**src/sv/lpg_pkg.sv**
```systemverilog
// Shared constants, types and helpers for the line pixel generator.
// No dependencies; every other file depends on this package.
package lpg_pkg;

  localparam int COORD_BITS_DEF = 16;
  localparam int SCREEN_BITS    = 15;
  localparam int COLOR_BITS     = 32;
  localparam int CFG_IDX_BITS   = 1;
  localparam int QUEUE_DEPTH    = 2;

  localparam logic [SCREEN_BITS-1:0] WIDTH_RESET  = 15'd640;
  localparam logic [SCREEN_BITS-1:0] HEIGHT_RESET = 15'd480;

  typedef enum logic [CFG_IDX_BITS-1:0] {
    REG_SCREEN_WIDTH  = 1'b0,
    REG_SCREEN_HEIGHT = 1'b1
  } cfg_reg_t;

  typedef enum logic {
    REQ_LOAD = 1'b0,
    REQ_STEP = 1'b1
  } req_type_t;

  // Command word: kind, start point, end point, |dx|, -|dy|, error, step signs, color
  function automatic int cmd_bits(input int cb);
    return 1 + 4 * cb + 2 * (cb + 2) + (cb + 3) + 2 + COLOR_BITS;
  endfunction

endpackage

```
**src/sv/lpg_if.sv**
```systemverilog
// Channel interfaces of the line pixel generator: request, pixel result, config write.
// Depends on lpg_pkg.
interface lpg_in_if #(parameter int COORD_BITS = lpg_pkg::COORD_BITS_DEF);
  logic                         valid;
  logic                         ready;
  logic                         req_type;
  logic signed [COORD_BITS-1:0] start_x;
  logic signed [COORD_BITS-1:0] start_y;
  logic signed [COORD_BITS-1:0] end_x;
  logic signed [COORD_BITS-1:0] end_y;
  logic [lpg_pkg::COLOR_BITS-1:0] line_color;

  modport source (output valid, req_type, start_x, start_y, end_x, end_y, line_color,
                  input ready);
  modport sink   (input valid, req_type, start_x, start_y, end_x, end_y, line_color,
                  output ready);
endinterface

interface lpg_out_if #(parameter int COORD_BITS = lpg_pkg::COORD_BITS_DEF);
  logic                         valid;
  logic                         ready;
  logic signed [COORD_BITS-1:0] pixel_x;
  logic signed [COORD_BITS-1:0] pixel_y;
  logic [lpg_pkg::COLOR_BITS-1:0] pixel_color;
  logic                         visible;
  logic                         last;
  logic                         idle;

  modport source (output valid, pixel_x, pixel_y, pixel_color, visible, last, idle,
                  input ready);
  modport sink   (input valid, pixel_x, pixel_y, pixel_color, visible, last, idle,
                  output ready);
endinterface

interface lpg_cfg_if;
  logic                               valid;
  logic                               ready;
  logic [lpg_pkg::CFG_IDX_BITS-1:0]   index;
  logic [lpg_pkg::SCREEN_BITS-1:0]    data;

  modport source (output valid, index, data, input ready);
  modport sink   (input valid, index, data, output ready);
endinterface

```
**src/sv/lpg_front.sv**
```systemverilog
// Front end: accepts request beats, classifies load vs. step, precomputes line setup.
// Depends on lpg_pkg and lpg_in_if.
module lpg_front #(
  parameter int COORD_BITS = lpg_pkg::COORD_BITS_DEF
) (
  lpg_in_if.sink                                   in_bus,
  output logic                                     push_valid,
  input  logic                                     push_ready,
  output logic [lpg_pkg::cmd_bits(COORD_BITS)-1:0] push_data
);
  import lpg_pkg::*;

  localparam int CB = COORD_BITS;

  logic signed [CB:0]   ddx, ddy;
  logic signed [CB+1:0] ddx_ext, ddy_ext, abs_dx, neg_abs_dy;
  logic signed [CB+2:0] err_init;
  logic                 is_load, step_x_neg, step_y_neg;

  always_comb begin
    ddx        = {in_bus.end_x[CB-1], in_bus.end_x} - {in_bus.start_x[CB-1], in_bus.start_x};
    ddy        = {in_bus.end_y[CB-1], in_bus.end_y} - {in_bus.start_y[CB-1], in_bus.start_y};
    ddx_ext    = {ddx[CB], ddx};
    ddy_ext    = {ddy[CB], ddy};
    abs_dx     = ddx[CB] ? -ddx_ext : ddx_ext;
    neg_abs_dy = ddy[CB] ? ddy_ext : -ddy_ext;
    err_init   = {abs_dx[CB+1], abs_dx} + {neg_abs_dy[CB+1], neg_abs_dy};
    step_x_neg = !($signed(in_bus.start_x) < $signed(in_bus.end_x));
    step_y_neg = !($signed(in_bus.start_y) < $signed(in_bus.end_y));
    is_load    = (req_type_t'(in_bus.req_type) == REQ_LOAD);
  end

  assign push_valid   = in_bus.valid;
  assign in_bus.ready = push_ready;
  assign push_data    = {is_load, in_bus.start_x, in_bus.start_y, in_bus.end_x, in_bus.end_y,
                         abs_dx, neg_abs_dy, err_init, step_x_neg, step_y_neg,
                         in_bus.line_color};

endmodule

```
**src/sv/lpg_queue.sv**
```systemverilog
// Short command queue between the front end and the stepping engine.
// Depends on lpg_pkg for the default depth.
module lpg_queue #(
  parameter int WIDTH = 8,
  parameter int DEPTH = lpg_pkg::QUEUE_DEPTH
) (
  input  logic             clk,
  input  logic             rst_n,
  input  logic             push_valid,
  output logic             push_ready,
  input  logic [WIDTH-1:0] push_data,
  output logic             pop_valid,
  input  logic             pop,
  output logic [WIDTH-1:0] pop_data
);
  import lpg_pkg::*;

  localparam int PW = (DEPTH > 1) ? $clog2(DEPTH) : 1;
  localparam int CW = $clog2(DEPTH + 1);

  logic [WIDTH-1:0] mem_r [DEPTH];
  logic [PW-1:0]    wr_ptr_r, wr_ptr_nxt, rd_ptr_r, rd_ptr_nxt;
  logic [CW-1:0]    count_r, count_nxt;
  logic             do_push, do_pop;

  assign push_ready = (count_r != CW'(DEPTH));
  assign pop_valid  = (count_r != '0);
  assign pop_data   = mem_r[rd_ptr_r];
  assign do_push    = push_valid && push_ready;
  assign do_pop     = pop && pop_valid;

  always_comb begin
    wr_ptr_nxt = wr_ptr_r;
    rd_ptr_nxt = rd_ptr_r;
    count_nxt  = count_r;
    if (do_push) begin
      wr_ptr_nxt = (wr_ptr_r == PW'(DEPTH - 1)) ? '0 : wr_ptr_r + 1'b1;
    end
    if (do_pop) begin
      rd_ptr_nxt = (rd_ptr_r == PW'(DEPTH - 1)) ? '0 : rd_ptr_r + 1'b1;
    end
    if (do_push && !do_pop) begin
      count_nxt = count_r + 1'b1;
    end else if (do_pop && !do_push) begin
      count_nxt = count_r - 1'b1;
    end
  end

  always_ff @(posedge clk) begin
    if (!rst_n) begin
      wr_ptr_r <= '0;
      rd_ptr_r <= '0;
      count_r  <= '0;
    end else begin
      wr_ptr_r <= wr_ptr_nxt;
      rd_ptr_r <= rd_ptr_nxt;
      count_r  <= count_nxt;
    end
  end

  always_ff @(posedge clk) begin
    if (do_push) begin
      mem_r[wr_ptr_r] <= push_data;
    end
  end

endmodule

```
**src/sv/lpg_back.sv**
```systemverilog
// Stepping engine: holds the line state, runs the error rule, drives the result register.
// Depends on lpg_pkg and lpg_out_if.
module lpg_back #(
  parameter int COORD_BITS = lpg_pkg::COORD_BITS_DEF
) (
  input  logic                                     clk,
  input  logic                                     rst_n,
  input  logic                                     q_valid,
  input  logic [lpg_pkg::cmd_bits(COORD_BITS)-1:0] q_data,
  output logic                                     q_pop,
  input  logic [lpg_pkg::SCREEN_BITS-1:0]          screen_width,
  input  logic [lpg_pkg::SCREEN_BITS-1:0]          screen_height,
  lpg_out_if.source                                out_bus
);
  import lpg_pkg::*;

  localparam int CB = COORD_BITS;
  localparam int VW = CB + SCREEN_BITS;

  // unpacked command
  logic                   c_load, c_sxn, c_syn;
  logic [CB-1:0]          c_x1, c_y1, c_x2, c_y2;
  logic signed [CB+1:0]   c_dx, c_ndy;
  logic signed [CB+2:0]   c_err;
  logic [COLOR_BITS-1:0]  c_color;

  assign {c_load, c_x1, c_y1, c_x2, c_y2, c_dx, c_ndy, c_err, c_sxn, c_syn, c_color} = q_data;

  logic [CB-1:0]         cur_x_r, cur_x_nxt, cur_y_r, cur_y_nxt, goal_x_r, goal_y_r;
  logic signed [CB+1:0]  dx_r, ndy_r;
  logic signed [CB+2:0]  err_r, err_nxt;
  logic                  sxn_r, syn_r, active_r, active_nxt;
  logic [COLOR_BITS-1:0] color_r;

  logic                  out_valid_r, out_valid_nxt;
  logic [CB-1:0]         out_x_r, out_y_r;
  logic [COLOR_BITS-1:0] out_color_r;
  logic                  out_vis_r, out_last_r, out_idle_r;

  logic                  out_free, load_pop, step_pop, fin, vis, move_x, move_y;
  logic signed [CB+3:0]  e2;

  assign out_free = !out_valid_r || out_bus.ready;
  assign q_pop    = q_valid && (c_load || out_free);
  assign load_pop = q_pop && c_load;
  assign step_pop = q_pop && !c_load;

  always_comb begin
    fin    = (cur_x_r == goal_x_r) && (cur_y_r == goal_y_r);
    vis    = !cur_x_r[CB-1] && (VW'(cur_x_r) < VW'(screen_width)) &&
             !cur_y_r[CB-1] && (VW'(cur_y_r) < VW'(screen_height));
    e2     = {err_r, 1'b0};
    move_x = e2 >= $signed({{2{ndy_r[CB+1]}}, ndy_r});
    move_y = e2 <= $signed({{2{dx_r[CB+1]}}, dx_r});
  end

  always_comb begin
    cur_x_nxt  = cur_x_r;
    cur_y_nxt  = cur_y_r;
    err_nxt    = err_r;
    active_nxt = active_r;
    if (load_pop) begin
      cur_x_nxt  = c_x1;
      cur_y_nxt  = c_y1;
      err_nxt    = c_err;
      active_nxt = 1'b1;
    end else if (step_pop && active_r) begin
      if (fin) begin
        active_nxt = 1'b0;
      end else begin
        err_nxt = err_r + (move_x ? {ndy_r[CB+1], ndy_r} : '0)
                        + (move_y ? {dx_r[CB+1], dx_r} : '0);
        if (move_x) begin
          cur_x_nxt = sxn_r ? cur_x_r - 1'b1 : cur_x_r + 1'b1;
        end
        if (move_y) begin
          cur_y_nxt = syn_r ? cur_y_r - 1'b1 : cur_y_r + 1'b1;
        end
      end
    end
  end

  always_comb begin
    out_valid_nxt = out_valid_r;
    if (step_pop) begin
      out_valid_nxt = 1'b1;
    end else if (out_bus.ready) begin
      out_valid_nxt = 1'b0;
    end
  end

  always_ff @(posedge clk) begin
    if (!rst_n) begin
      active_r    <= 1'b0;
      out_valid_r <= 1'b0;
    end else begin
      active_r    <= active_nxt;
      out_valid_r <= out_valid_nxt;
    end
  end

  always_ff @(posedge clk) begin
    cur_x_r <= cur_x_nxt;
    cur_y_r <= cur_y_nxt;
    err_r   <= err_nxt;
    if (load_pop) begin
      goal_x_r <= c_x2;
      goal_y_r <= c_y2;
      dx_r     <= c_dx;
      ndy_r    <= c_ndy;
      sxn_r    <= c_sxn;
      syn_r    <= c_syn;
      color_r  <= c_color;
    end
    if (step_pop) begin
      out_x_r     <= active_r ? cur_x_r : '0;
      out_y_r     <= active_r ? cur_y_r : '0;
      out_color_r <= active_r ? color_r : '0;
      out_vis_r   <= active_r && vis;
      out_last_r  <= active_r && fin;
      out_idle_r  <= !active_r;
    end
  end

  assign out_bus.valid       = out_valid_r;
  assign out_bus.pixel_x     = out_x_r;
  assign out_bus.pixel_y     = out_y_r;
  assign out_bus.pixel_color = out_color_r;
  assign out_bus.visible     = out_vis_r;
  assign out_bus.last        = out_last_r;
  assign out_bus.idle        = out_idle_r;

  a_pop_needs_slot: assert property (@(posedge clk) disable iff (!rst_n)
    step_pop |-> out_free)
    else $error("step command popped while result register is held");

  a_step_gives_result: assert property (@(posedge clk) disable iff (!rst_n)
    step_pop |=> out_valid_r)
    else $error("step command produced no result");

  a_idle_zero: assert property (@(posedge clk) disable iff (!rst_n)
    out_valid_r && out_idle_r |-> out_x_r == '0 && out_y_r == '0 &&
      out_color_r == '0 && !out_vis_r && !out_last_r)
    else $error("idle result carries nonzero fields");

  a_end_on_last: assert property (@(posedge clk) disable iff (!rst_n)
    $fell(active_r) |-> out_valid_r && out_last_r)
    else $error("line ended without a last pixel");

endmodule

```
**src/sv/line_pixel_generator.sv**
```systemverilog
// Line pixel generator: Bresenham rasterizer, one pixel result per step beat.
// A step beat is written into the command queue and then into the result register.
// Throughput: one beat per cycle while the result register is free, set by the error update in lpg_back.
// A two-entry queue lets the request side run ahead while a result is held.
// Reset: screen 640 x 480, no line loaded, queue and result register empty.
module line_pixel_generator #(
  parameter int COORD_BITS = lpg_pkg::COORD_BITS_DEF
) (
  input  logic     clk,
  input  logic     rst_n,
  lpg_in_if.sink   in_bus,
  lpg_out_if.source out_bus,
  lpg_cfg_if.sink  cfg_bus
);
  import lpg_pkg::*;

  localparam int CMD_W = cmd_bits(COORD_BITS);

  logic                   push_valid, push_ready, q_valid, q_pop;
  logic [CMD_W-1:0]       push_data, q_data;
  logic [SCREEN_BITS-1:0] width_r, width_nxt, height_r, height_nxt;

  assign cfg_bus.ready = 1'b1;

  always_comb begin
    width_nxt  = width_r;
    height_nxt = height_r;
    if (cfg_bus.valid) begin
      case (cfg_reg_t'(cfg_bus.index))
        REG_SCREEN_WIDTH:  width_nxt  = cfg_bus.data;
        REG_SCREEN_HEIGHT: height_nxt = cfg_bus.data;
        default: ;
      endcase
    end
  end

  always_ff @(posedge clk) begin
    if (!rst_n) begin
      width_r  <= WIDTH_RESET;
      height_r <= HEIGHT_RESET;
    end else begin
      width_r  <= width_nxt;
      height_r <= height_nxt;
    end
  end

  lpg_front #(.COORD_BITS(COORD_BITS)) u_front (
    .in_bus     (in_bus),
    .push_valid (push_valid),
    .push_ready (push_ready),
    .push_data  (push_data)
  );

  lpg_queue #(.WIDTH(CMD_W), .DEPTH(QUEUE_DEPTH)) u_queue (
    .clk        (clk),
    .rst_n      (rst_n),
    .push_valid (push_valid),
    .push_ready (push_ready),
    .push_data  (push_data),
    .pop_valid  (q_valid),
    .pop        (q_pop),
    .pop_data   (q_data)
  );

  lpg_back #(.COORD_BITS(COORD_BITS)) u_back (
    .clk           (clk),
    .rst_n         (rst_n),
    .q_valid       (q_valid),
    .q_data        (q_data),
    .q_pop         (q_pop),
    .screen_width  (width_r),
    .screen_height (height_r),
    .out_bus       (out_bus)
  );

endmodule

```
**src/flat_wrapper.sv**
```systemverilog
// flat-port wrapper written by rule: the top's interface ports become plain ports
module line_pixel_generator_flat import lpg_pkg::*;
#(
  parameter int COORD_BITS = lpg_pkg::COORD_BITS_DEF
)
  (clk, rst_n, in_bus_valid, in_bus_req_type, in_bus_start_x, in_bus_start_y, in_bus_end_x, in_bus_end_y, in_bus_line_color, in_bus_ready, out_bus_valid, out_bus_pixel_x, out_bus_pixel_y, out_bus_pixel_color, out_bus_visible, out_bus_last, out_bus_idle, out_bus_ready, cfg_bus_valid, cfg_bus_index, cfg_bus_data, cfg_bus_ready);
  lpg_in_if #(.COORD_BITS(COORD_BITS)) in_bus_i ();
  lpg_out_if #(.COORD_BITS(COORD_BITS)) out_bus_i ();
  lpg_cfg_if cfg_bus_i ();
  input  logic clk;
  input  logic rst_n;
  input wire logic [$bits(in_bus_i.valid)-1:0] in_bus_valid;
  input wire logic [$bits(in_bus_i.req_type)-1:0] in_bus_req_type;
  input wire logic [$bits(in_bus_i.start_x)-1:0] in_bus_start_x;
  input wire logic [$bits(in_bus_i.start_y)-1:0] in_bus_start_y;
  input wire logic [$bits(in_bus_i.end_x)-1:0] in_bus_end_x;
  input wire logic [$bits(in_bus_i.end_y)-1:0] in_bus_end_y;
  input wire logic [$bits(in_bus_i.line_color)-1:0] in_bus_line_color;
  output wire logic [$bits(in_bus_i.ready)-1:0] in_bus_ready;
  output wire logic [$bits(out_bus_i.valid)-1:0] out_bus_valid;
  output wire logic [$bits(out_bus_i.pixel_x)-1:0] out_bus_pixel_x;
  output wire logic [$bits(out_bus_i.pixel_y)-1:0] out_bus_pixel_y;
  output wire logic [$bits(out_bus_i.pixel_color)-1:0] out_bus_pixel_color;
  output wire logic [$bits(out_bus_i.visible)-1:0] out_bus_visible;
  output wire logic [$bits(out_bus_i.last)-1:0] out_bus_last;
  output wire logic [$bits(out_bus_i.idle)-1:0] out_bus_idle;
  input wire logic [$bits(out_bus_i.ready)-1:0] out_bus_ready;
  input wire logic [$bits(cfg_bus_i.valid)-1:0] cfg_bus_valid;
  input wire logic [$bits(cfg_bus_i.index)-1:0] cfg_bus_index;
  input wire logic [$bits(cfg_bus_i.data)-1:0] cfg_bus_data;
  output wire logic [$bits(cfg_bus_i.ready)-1:0] cfg_bus_ready;
  assign in_bus_i.valid = in_bus_valid;
  assign in_bus_i.req_type = in_bus_req_type;
  assign in_bus_i.start_x = in_bus_start_x;
  assign in_bus_i.start_y = in_bus_start_y;
  assign in_bus_i.end_x = in_bus_end_x;
  assign in_bus_i.end_y = in_bus_end_y;
  assign in_bus_i.line_color = in_bus_line_color;
  assign in_bus_ready = in_bus_i.ready;
  assign out_bus_valid = out_bus_i.valid;
  assign out_bus_pixel_x = out_bus_i.pixel_x;
  assign out_bus_pixel_y = out_bus_i.pixel_y;
  assign out_bus_pixel_color = out_bus_i.pixel_color;
  assign out_bus_visible = out_bus_i.visible;
  assign out_bus_last = out_bus_i.last;
  assign out_bus_idle = out_bus_i.idle;
  assign out_bus_i.ready = out_bus_ready;
  assign cfg_bus_i.valid = cfg_bus_valid;
  assign cfg_bus_i.index = cfg_bus_index;
  assign cfg_bus_i.data = cfg_bus_data;
  assign cfg_bus_ready = cfg_bus_i.ready;
  line_pixel_generator #(.COORD_BITS(COORD_BITS)) u_core (.clk(clk), .rst_n(rst_n), .in_bus(in_bus_i), .out_bus(out_bus_i), .cfg_bus(cfg_bus_i));
endmodule
```
**config.mk**
```make
export PLATFORM = sky130hd
export DESIGN_NAME = line_pixel_generator_flat
export DESIGN_NICKNAME = d
export VERILOG_FILES = /design/src/sv/lpg_pkg.sv /design/src/sv/lpg_if.sv /design/src/sv/lpg_front.sv /design/src/sv/lpg_queue.sv /design/src/sv/lpg_back.sv /design/src/sv/line_pixel_generator.sv /design/src/flat_wrapper.sv
export SDC_FILE = /design/constraint.sdc
export NUM_CORES = 1
export LEC_CHECK = 0
export BUFFER_PORTS_ARGS = -buffer_cell sky130_fd_sc_hd__buf_2
export CAP_MARGIN = 20
export CELL_PAD_IN_SITES_DETAIL_PLACEMENT = 1
export CELL_PAD_IN_SITES_GLOBAL_PLACEMENT = 1
export CORE_ASPECT_RATIO = 0.75
export CORE_MARGIN = 2
export CORE_UTILIZATION = 47
export CTS_BUF_LIST = sky130_fd_sc_hd__clkbuf_2 sky130_fd_sc_hd__clkbuf_4 sky130_fd_sc_hd__clkbuf_8
export DETAILED_ROUTE_END_ITERATION = 8
export PLACE_DENSITY_LB_ADDON = 0.1
export SYNTH_ARGS = -nofsm -noshare
export SYNTH_HDL_FRONTEND = slang
export SYNTH_SLANG_ARGS = --single-unit
```
**constraint.sdc**
```tcl
create_clock -name clk -period 8.19 [get_ports clk]
set_clock_uncertainty 0.1 [all_clocks]
set_input_delay 0.819 -clock clk [delete_from_list [all_inputs] [get_ports clk]]
set_output_delay 0.819 -clock clk [all_outputs]
set_load 0.02 [all_outputs]
```
==> results_dict.tcl, run 1 <==
set metrics [dict create \
    netlist_top_cells_count "edfxtp_1 (528), inv_1 (167), ha_1 (166)" \
    syn2layout_area_growth_pct 13.8 \
    min_path_type "in -> reg" \
    hold_viol 0 \
    yosysWarnings 0 \
    cts_root_buffer "clkbuf_8" \
    clk_latency_ps 720 \
    instances_no_fill 3249 \
    synth_edf_count 528 \
    leakage_uw 0.0122 \
    tightest_slew_ps 1030 \
    cp_max_fo 16 \
    syn_area_per_cell_sq_um 13.0 \
    placed_cells 3068 \
    globalRouteOverflowTotal 0 \
    synth_seq_area_share 0.599 \
    io_buffers 186 \
    ant_nets 0 \
    finalCriticalPeriod_ps 6210 \
    synth_seq_cells 565 \
    routedWlPerCell_um 22.6 \
    wl_met2_um 32700 \
    max_cap_violations 0 \
    via_per_inst 5.49 \
    start_util 0.473 \
    status "completed" \
    final.setup.tns_ps 0 \
    fmax_mhz 161 \
    synth_flop_cell "edfxtp_1" \
    start_kind "primary input" \
    final_area_sq_mm 0.0315 \
    relSlewSlack 0.314 \
    finalCritPeriodShare 0.758 \
    ctsResizeCount 0 \
    cts_tree "yes" \
    drt-initial-drc-count 1218 \
    postCtsSetupBuffers 0 \
    syn_inst 2128 \
    wl_met1_um 34800 \
    netlist_area_sq_mm 0.0277 \
    yosysTopAreaCellShare 0.572 \
    final-max-slew-violation-count 0 \
    fillCellCount 6001 \
    topRoutingLayerUsed "met5" \
    gp_congestion 0.883 \
    ir_drop_mv 0.235 \
    synth_cell_types 71 \
    rows 77 \
    finalSetupViolCount 0 \
    cts_hold_buf 0 \
    grt_pass1_vias 18800 \
    routed_wl_um 73500 \
    core_sq_mm 0.0586 \
    drive_gt1_frac 0.199 \
    async_flop_share 0 \
    grt_pass1_wl_um 114000 \
    htree_levels 3 \
    synth_area_leader_cell "edfxtp_1" \
    netlist_top_cells_area "edfxtp_1 (57%), ha_1 (7.5%), mux2_2 (4.5%)" \
    drt_drc_violations_left 0 \
    nNetsFinal 2683 \
    dp_hpwl_um 52200 \
    boundaryPins 188 \
    clockBufferDepth 3 \
    grt_max_degree 72 \
    first_pass_iters 5 \
    die_area_sq_mm 0.0609 \
    grt_antenna_before_repair 9 \
    grt.total_usage 0.244 \
    clkTransAtPathRegs_ps 60 \
    die_x_um 284 \
    vias 17800 \
    path_class "in -> reg" \
    numCtsBuffers 93 \
    die_h_um 214 \
    clock_sinks 565 \
    dr_wl_met3_um 4530 \
    post-synth-top-count-cell "edfxtp_1" \
    rsz0062_at_grt "false" \
    end_kind "flip-flop" \
    required_ps 8540 \
    arrival_ps 6560 \
    holdWs_ps 196 \
    power_density_mw_per_mm2 427 \
    dpl_cell_area_sq_mm 0.0296 \
]
placed cells by master, fill, tap and decap left out, drive strengths merged, types with 20 or more instances in the layout:
cell and n:
nor3 30, nand4 20, nor2b 22, nand2 128
mux2i 39, ha 166, fa 24, a21oi 109
xnor2 105, inv 172, a21boi 29, nor2 110
o21ai 79, and2 82, edfxtp 528, o211ai 21
xor2 35, clkinv 33, dfxtp 37, mux2 110
buf 206, clkbuf 129, a21o 41, nand3 22
worst paths after layout:
path | from | endpoint | slack [ps] | cells past startpoint
worst max-delay path | in_bus_end_x[0] | u_core.u_queue.mem_r[1][52] | 1980 | 24
worst min-delay path | in_bus_line_color[0] | u_core.u_queue.mem_r[0][0] | 200 | 1
worst max register to register | u_core.u_back.err_r[6] | u_core.u_back.err_r[17] | 2460 | 21
worst min register to register | u_core.height_r[11] | u_core.height_r[11] | 370 | 2
flip-flops by register name (all words and copies together) (netlist names), 2 cells and up, named ones only:
register,cells
u_core.u_queue.mem_r,308
u_core.u_back.goal_y_r,16
u_core.height_r,15
u_core.u_back.goal_x_r,16
u_core.u_back.ndy_r,18
u_core.u_back.color_r,32
u_core.width_r,15
u_core.u_back.out_bus.pixel_x,16
u_core.u_back.cur_x_r,16
u_core.u_back.out_bus.pixel_y,16
u_core.u_queue.count_r,2
u_core.u_back.err_r,19
u_core.u_back.cur_y_r,16
u_core.u_back.out_bus.pixel_color,32
u_core.u_back.dx_r,18
through the flow:
step	worst slack [ps]	total power, uW	utilization
after floorplan	103	9090	-
after global placement	1750	10700	0.505
after detailed placement	1390	10900	0.505
after CTS	2100	13600	0.538
after global routing	1670	14500	0.538
final	1980	13500	0.539
cell families after synthesis:
family / share of synthesized area
muxes: 0.0588
other: 0.000271
AOI/OAI and AO/OA: 0.0883
xor gates and xnor gates: 0.0451
buffers and inverters: 0.0308
adders and majority gates: 0.0923
DFF: 0.599
and+or+nand+nor: 0.0857
cell type report:
type / instances / area (sq um) / share of cell area
Antenna cell: 9 / 22.5 / 0.000714
Timing Repair Buffer: 206 / 1100 / 0.0349
Sequential cell: 565 / 16600 / 0.526
Tap cell: 790 / 988 / 0.0313
Clock buffer: 129 / 1580 / 0.0501
Clock inverter: 41 / 314 / 0.00996
Inverter: 167 / 632 / 0.0200
Multi-Input combinational cell: 1342 / 10300 / 0.327
critical path, cell delays in order:
cell and delay (ps):
buf_2 120, inv_1 60, ha_1 240, inv_1 70, fa_1 410, a21oi_1 210
o22ai_1 170, o21a_1 210, or4_1 450, a31o_2 260, a21oi_1 230, o221ai_1 160
buf_4 210, a31oi_1 200, xnor2_1 370, ha_1 390, o21a_1 210, o21ai_0 420
a21oi_1 90, nor2_1 270, o31a_1 240, a211o_1 220, o21ai_0 140, o41ai_1 370
power by group:
part / internal (uW) / switching, uW
clock network: 1360 / 1190
logic: 2440 / 3700
registers: 4330 / 438
per-layer routing:
| layer | up-vias | GRT usage |
|---|---|---|
| met4 | 4 | 0.0686 |
| li1 | 8293 | - |
| met3 | 118 | 0.0450 |
| met2 | 464 | 0.370 |
| met1 | 8963 | 0.361 |
| met5 | - | 0 |
Note: power is estimated with default switching activity, not from simulation.
==> run 2, diff against run 1 <==
--- a/config.mk
+++ b/config.mk
@@ -11,7 +11,7 @@
 export CELL_PAD_IN_SITES_GLOBAL_PLACEMENT = 1
 export CORE_ASPECT_RATIO = 0.75
 export CORE_MARGIN = 2
-export CORE_UTILIZATION = 47
+export CORE_UTILIZATION = 52
 export CTS_BUF_LIST = sky130_fd_sc_hd__clkbuf_2 sky130_fd_sc_hd__clkbuf_4 sky130_fd_sc_hd__clkbuf_8
 export DETAILED_ROUTE_END_ITERATION = 8
 export PLACE_DENSITY_LB_ADDON = 0.1
==> constraint.sdc (replaced) <==
create_clock -name clk -period 6.4 [get_ports clk]
set_clock_uncertainty 0.1 [all_clocks]
set_input_delay 0.64 -clock clk [delete_from_list [all_inputs] [get_ports clk]]
set_output_delay 0.64 -clock clk [all_outputs]
set_load 0.02 [all_outputs]
==> results_dict.tcl, run 2 (synthesis gave the netlist of run 1 again) <==
set metrics [dict create \
    crit_top_cell "buf_4" \
    clockBufferDepth 3 \
    core_sq_mm 0.0528 \
    largest_reg_flops 308 \
    rsz0062_at_grt "false" \
    max_cap_violations 0 \
    arrival_ps 6200 \
    numCtsBuffers 90 \
    finalCriticalPeriod_ps 5940 \
    mostFrequentLayoutCells "edfxtp_1 (528), buf_2 (186), inv_1 (166), ha_1 (166), nand2_1 (128)" \
    final-max-slew-violation-count 0 \
    via_per_inst 5.67 \
    min_path_type "in -> reg" \
    final_common_cell "edfxtp_1" \
    globalRouteOverflowTotal 0 \
    seqCellArea_sq_mm 0.0166 \
    die_area_sq_mm 0.0552 \
    first_pass_iters 6 \
    cts_root_buffer "clkbuf_8" \
    leakage_uw 0.0122 \
    drt-initial-drc-count 1322 \
    dp_hpwl_um 51500 \
    power_density_mw_per_mm2 553 \
    boundaryPins 188 \
    status "completed" \
    finalSetupViolCount 0 \
    ant_nets 0 \
    ctsResizeCount 0 \
    htree_levels 3 \
    cp_max_fo 15 \
    critPathTopFamily "compound AO/OA/AOI/OAI gates" \
    clkTransAtPathRegs_ps 60 \
    clk_latency_ps 690 \
    dpl_cell_area_sq_mm 0.0296 \
    finalCritPeriodShare 0.927 \
    vias 18100 \
    relSlewSlack 0.277 \
    grt_pass1_wl_um 113000 \
    drt_drc_violations_left 0 \
    gp_congestion 0.876 \
    hold_viol 0 \
    start_kind "flip-flop" \
    syn2layout_area_growth_pct 14.1 \
    rows 73 \
    io_buffers 186 \
    final_area_sq_mm 0.0316 \
    drive_gt1_frac 0.200 \
    end_kind "flip-flop" \
    die_h_um 204 \
    grt_antenna_before_repair 8 \
    required_ps 6660 \
    grt.total_usage 0.270 \
    ir_drop_mv 0.304 \
    die_x_um 271 \
    crit_path_top_delay_cell "o21ai_1" \
    largest_register "u_core.u_queue.mem_r" \
    max_stage_delay_ps 560 \
    postCtsSetupBuffers 0 \
    fmax_mhz 168 \
    clock_sinks 565 \
    worstPathCellList "ha_1, nand4_1, nor4_1, buf_4, o21ai_0, and3_1, o21ai_1, buf_4, nand2_1, fa_1, inv_1, ha_1, a21o_1, a21oi_1, o21bai_1, a21o_1, a21oi_1, buf_4, o211ai_1, a31oi_1, xor2_1, o21ai_0" \
    grt_pass1_vias 19000 \
    multiInputGateArea_sq_mm 0.0103 \
    routedWlPerCell_um 23.1 \
    routed_wl_um 73600 \
    cp.buffers_inverters 4 \
    final_util 0.599 \
    tightest_slew_ps 1080 \
    cts_tree "yes" \
    nNetsFinal 2700 \
    grt_max_degree 148 \
    instances_no_fill 3186 \
    placed_cells 2996 \
    start_util 0.525 \
    path_class "reg -> reg" \
    fillCellCount 5310 \
]
## run 2: cell type report
class / count / share of cell area
clock inverters: 52 / 0.0142
diodes: 8 / 0.000633
repair buffers: 226 / 0.0409
inverters: 167 / 0.0200
well taps: 712 / 0.0282
clock buffers: 114 / 0.0455
multi-input cells: 1342 / 0.326
flip-flops and latches: 565 / 0.525
## run 2: path summary, 6_finish.rpt
check	cells past startpoint	slack, ps	from	to
max	22	460	u_core.u_back.err_r[16]	u_core.u_back.err_r[17]
min	1	60	in_bus_line_color[19]	u_core.u_queue.mem_r[1][19]
max reg2reg	22	460	u_core.u_back.err_r[16]	u_core.u_back.err_r[17]
min reg2reg	2	360	u_core.height_r[10]	u_core.height_r[10]
## run 2: power breakdown
group	internal (uW)	switching [uW]
Clock	1780	1510
Combinational	3230	4890
Sequential	5540	534
Total	10500	6930
## run 2: what timing repair did
item	4_1_cts	5_1_grt
hold endpoints to repair	26	3
endpoints found under the setup margin	0	0
hold buffers	13	2
## run 2: per-layer routing
metal  vias to the layer above  track usage  routed length (um)
li1                       8309            -                   -
met5                         -            0                   0
met1                      9162        0.390               34000
met3                        85       0.0523                4590
met4                         0       0.0554                1130
met2                       505        0.427               33800
## run 2: through the flow
step	TNS [ps]	setup WS, ps	hold slack (ps)	power [uW]
after floorplan	0	307	343	11600
after global placement	0	221	357	13700
after detailed placement	-27.5	-13.7	360	14100
after CTS	0	424	0.0449	17500
after global routing	0	62.0	2.42	18700
final	0	465	57.8	17500
## run 2: worst register-to-register path, cell delays in order, from the launching register on
cell and delay, ps:
edfxtp_1 460, ha_1 340, nand4_1 210, nor4_1 390
buf_4 200, o21ai_0 110, and3_1 180, o21ai_1 560
buf_4 350, nand2_1 120, fa_1 480, inv_1 40
ha_1 350, a21o_1 200, a21oi_1 260, o21bai_1 120
a21o_1 200, a21oi_1 180, buf_4 170, o211ai_1 120
a31oi_1 250, xor2_1 160, o21ai_0 80
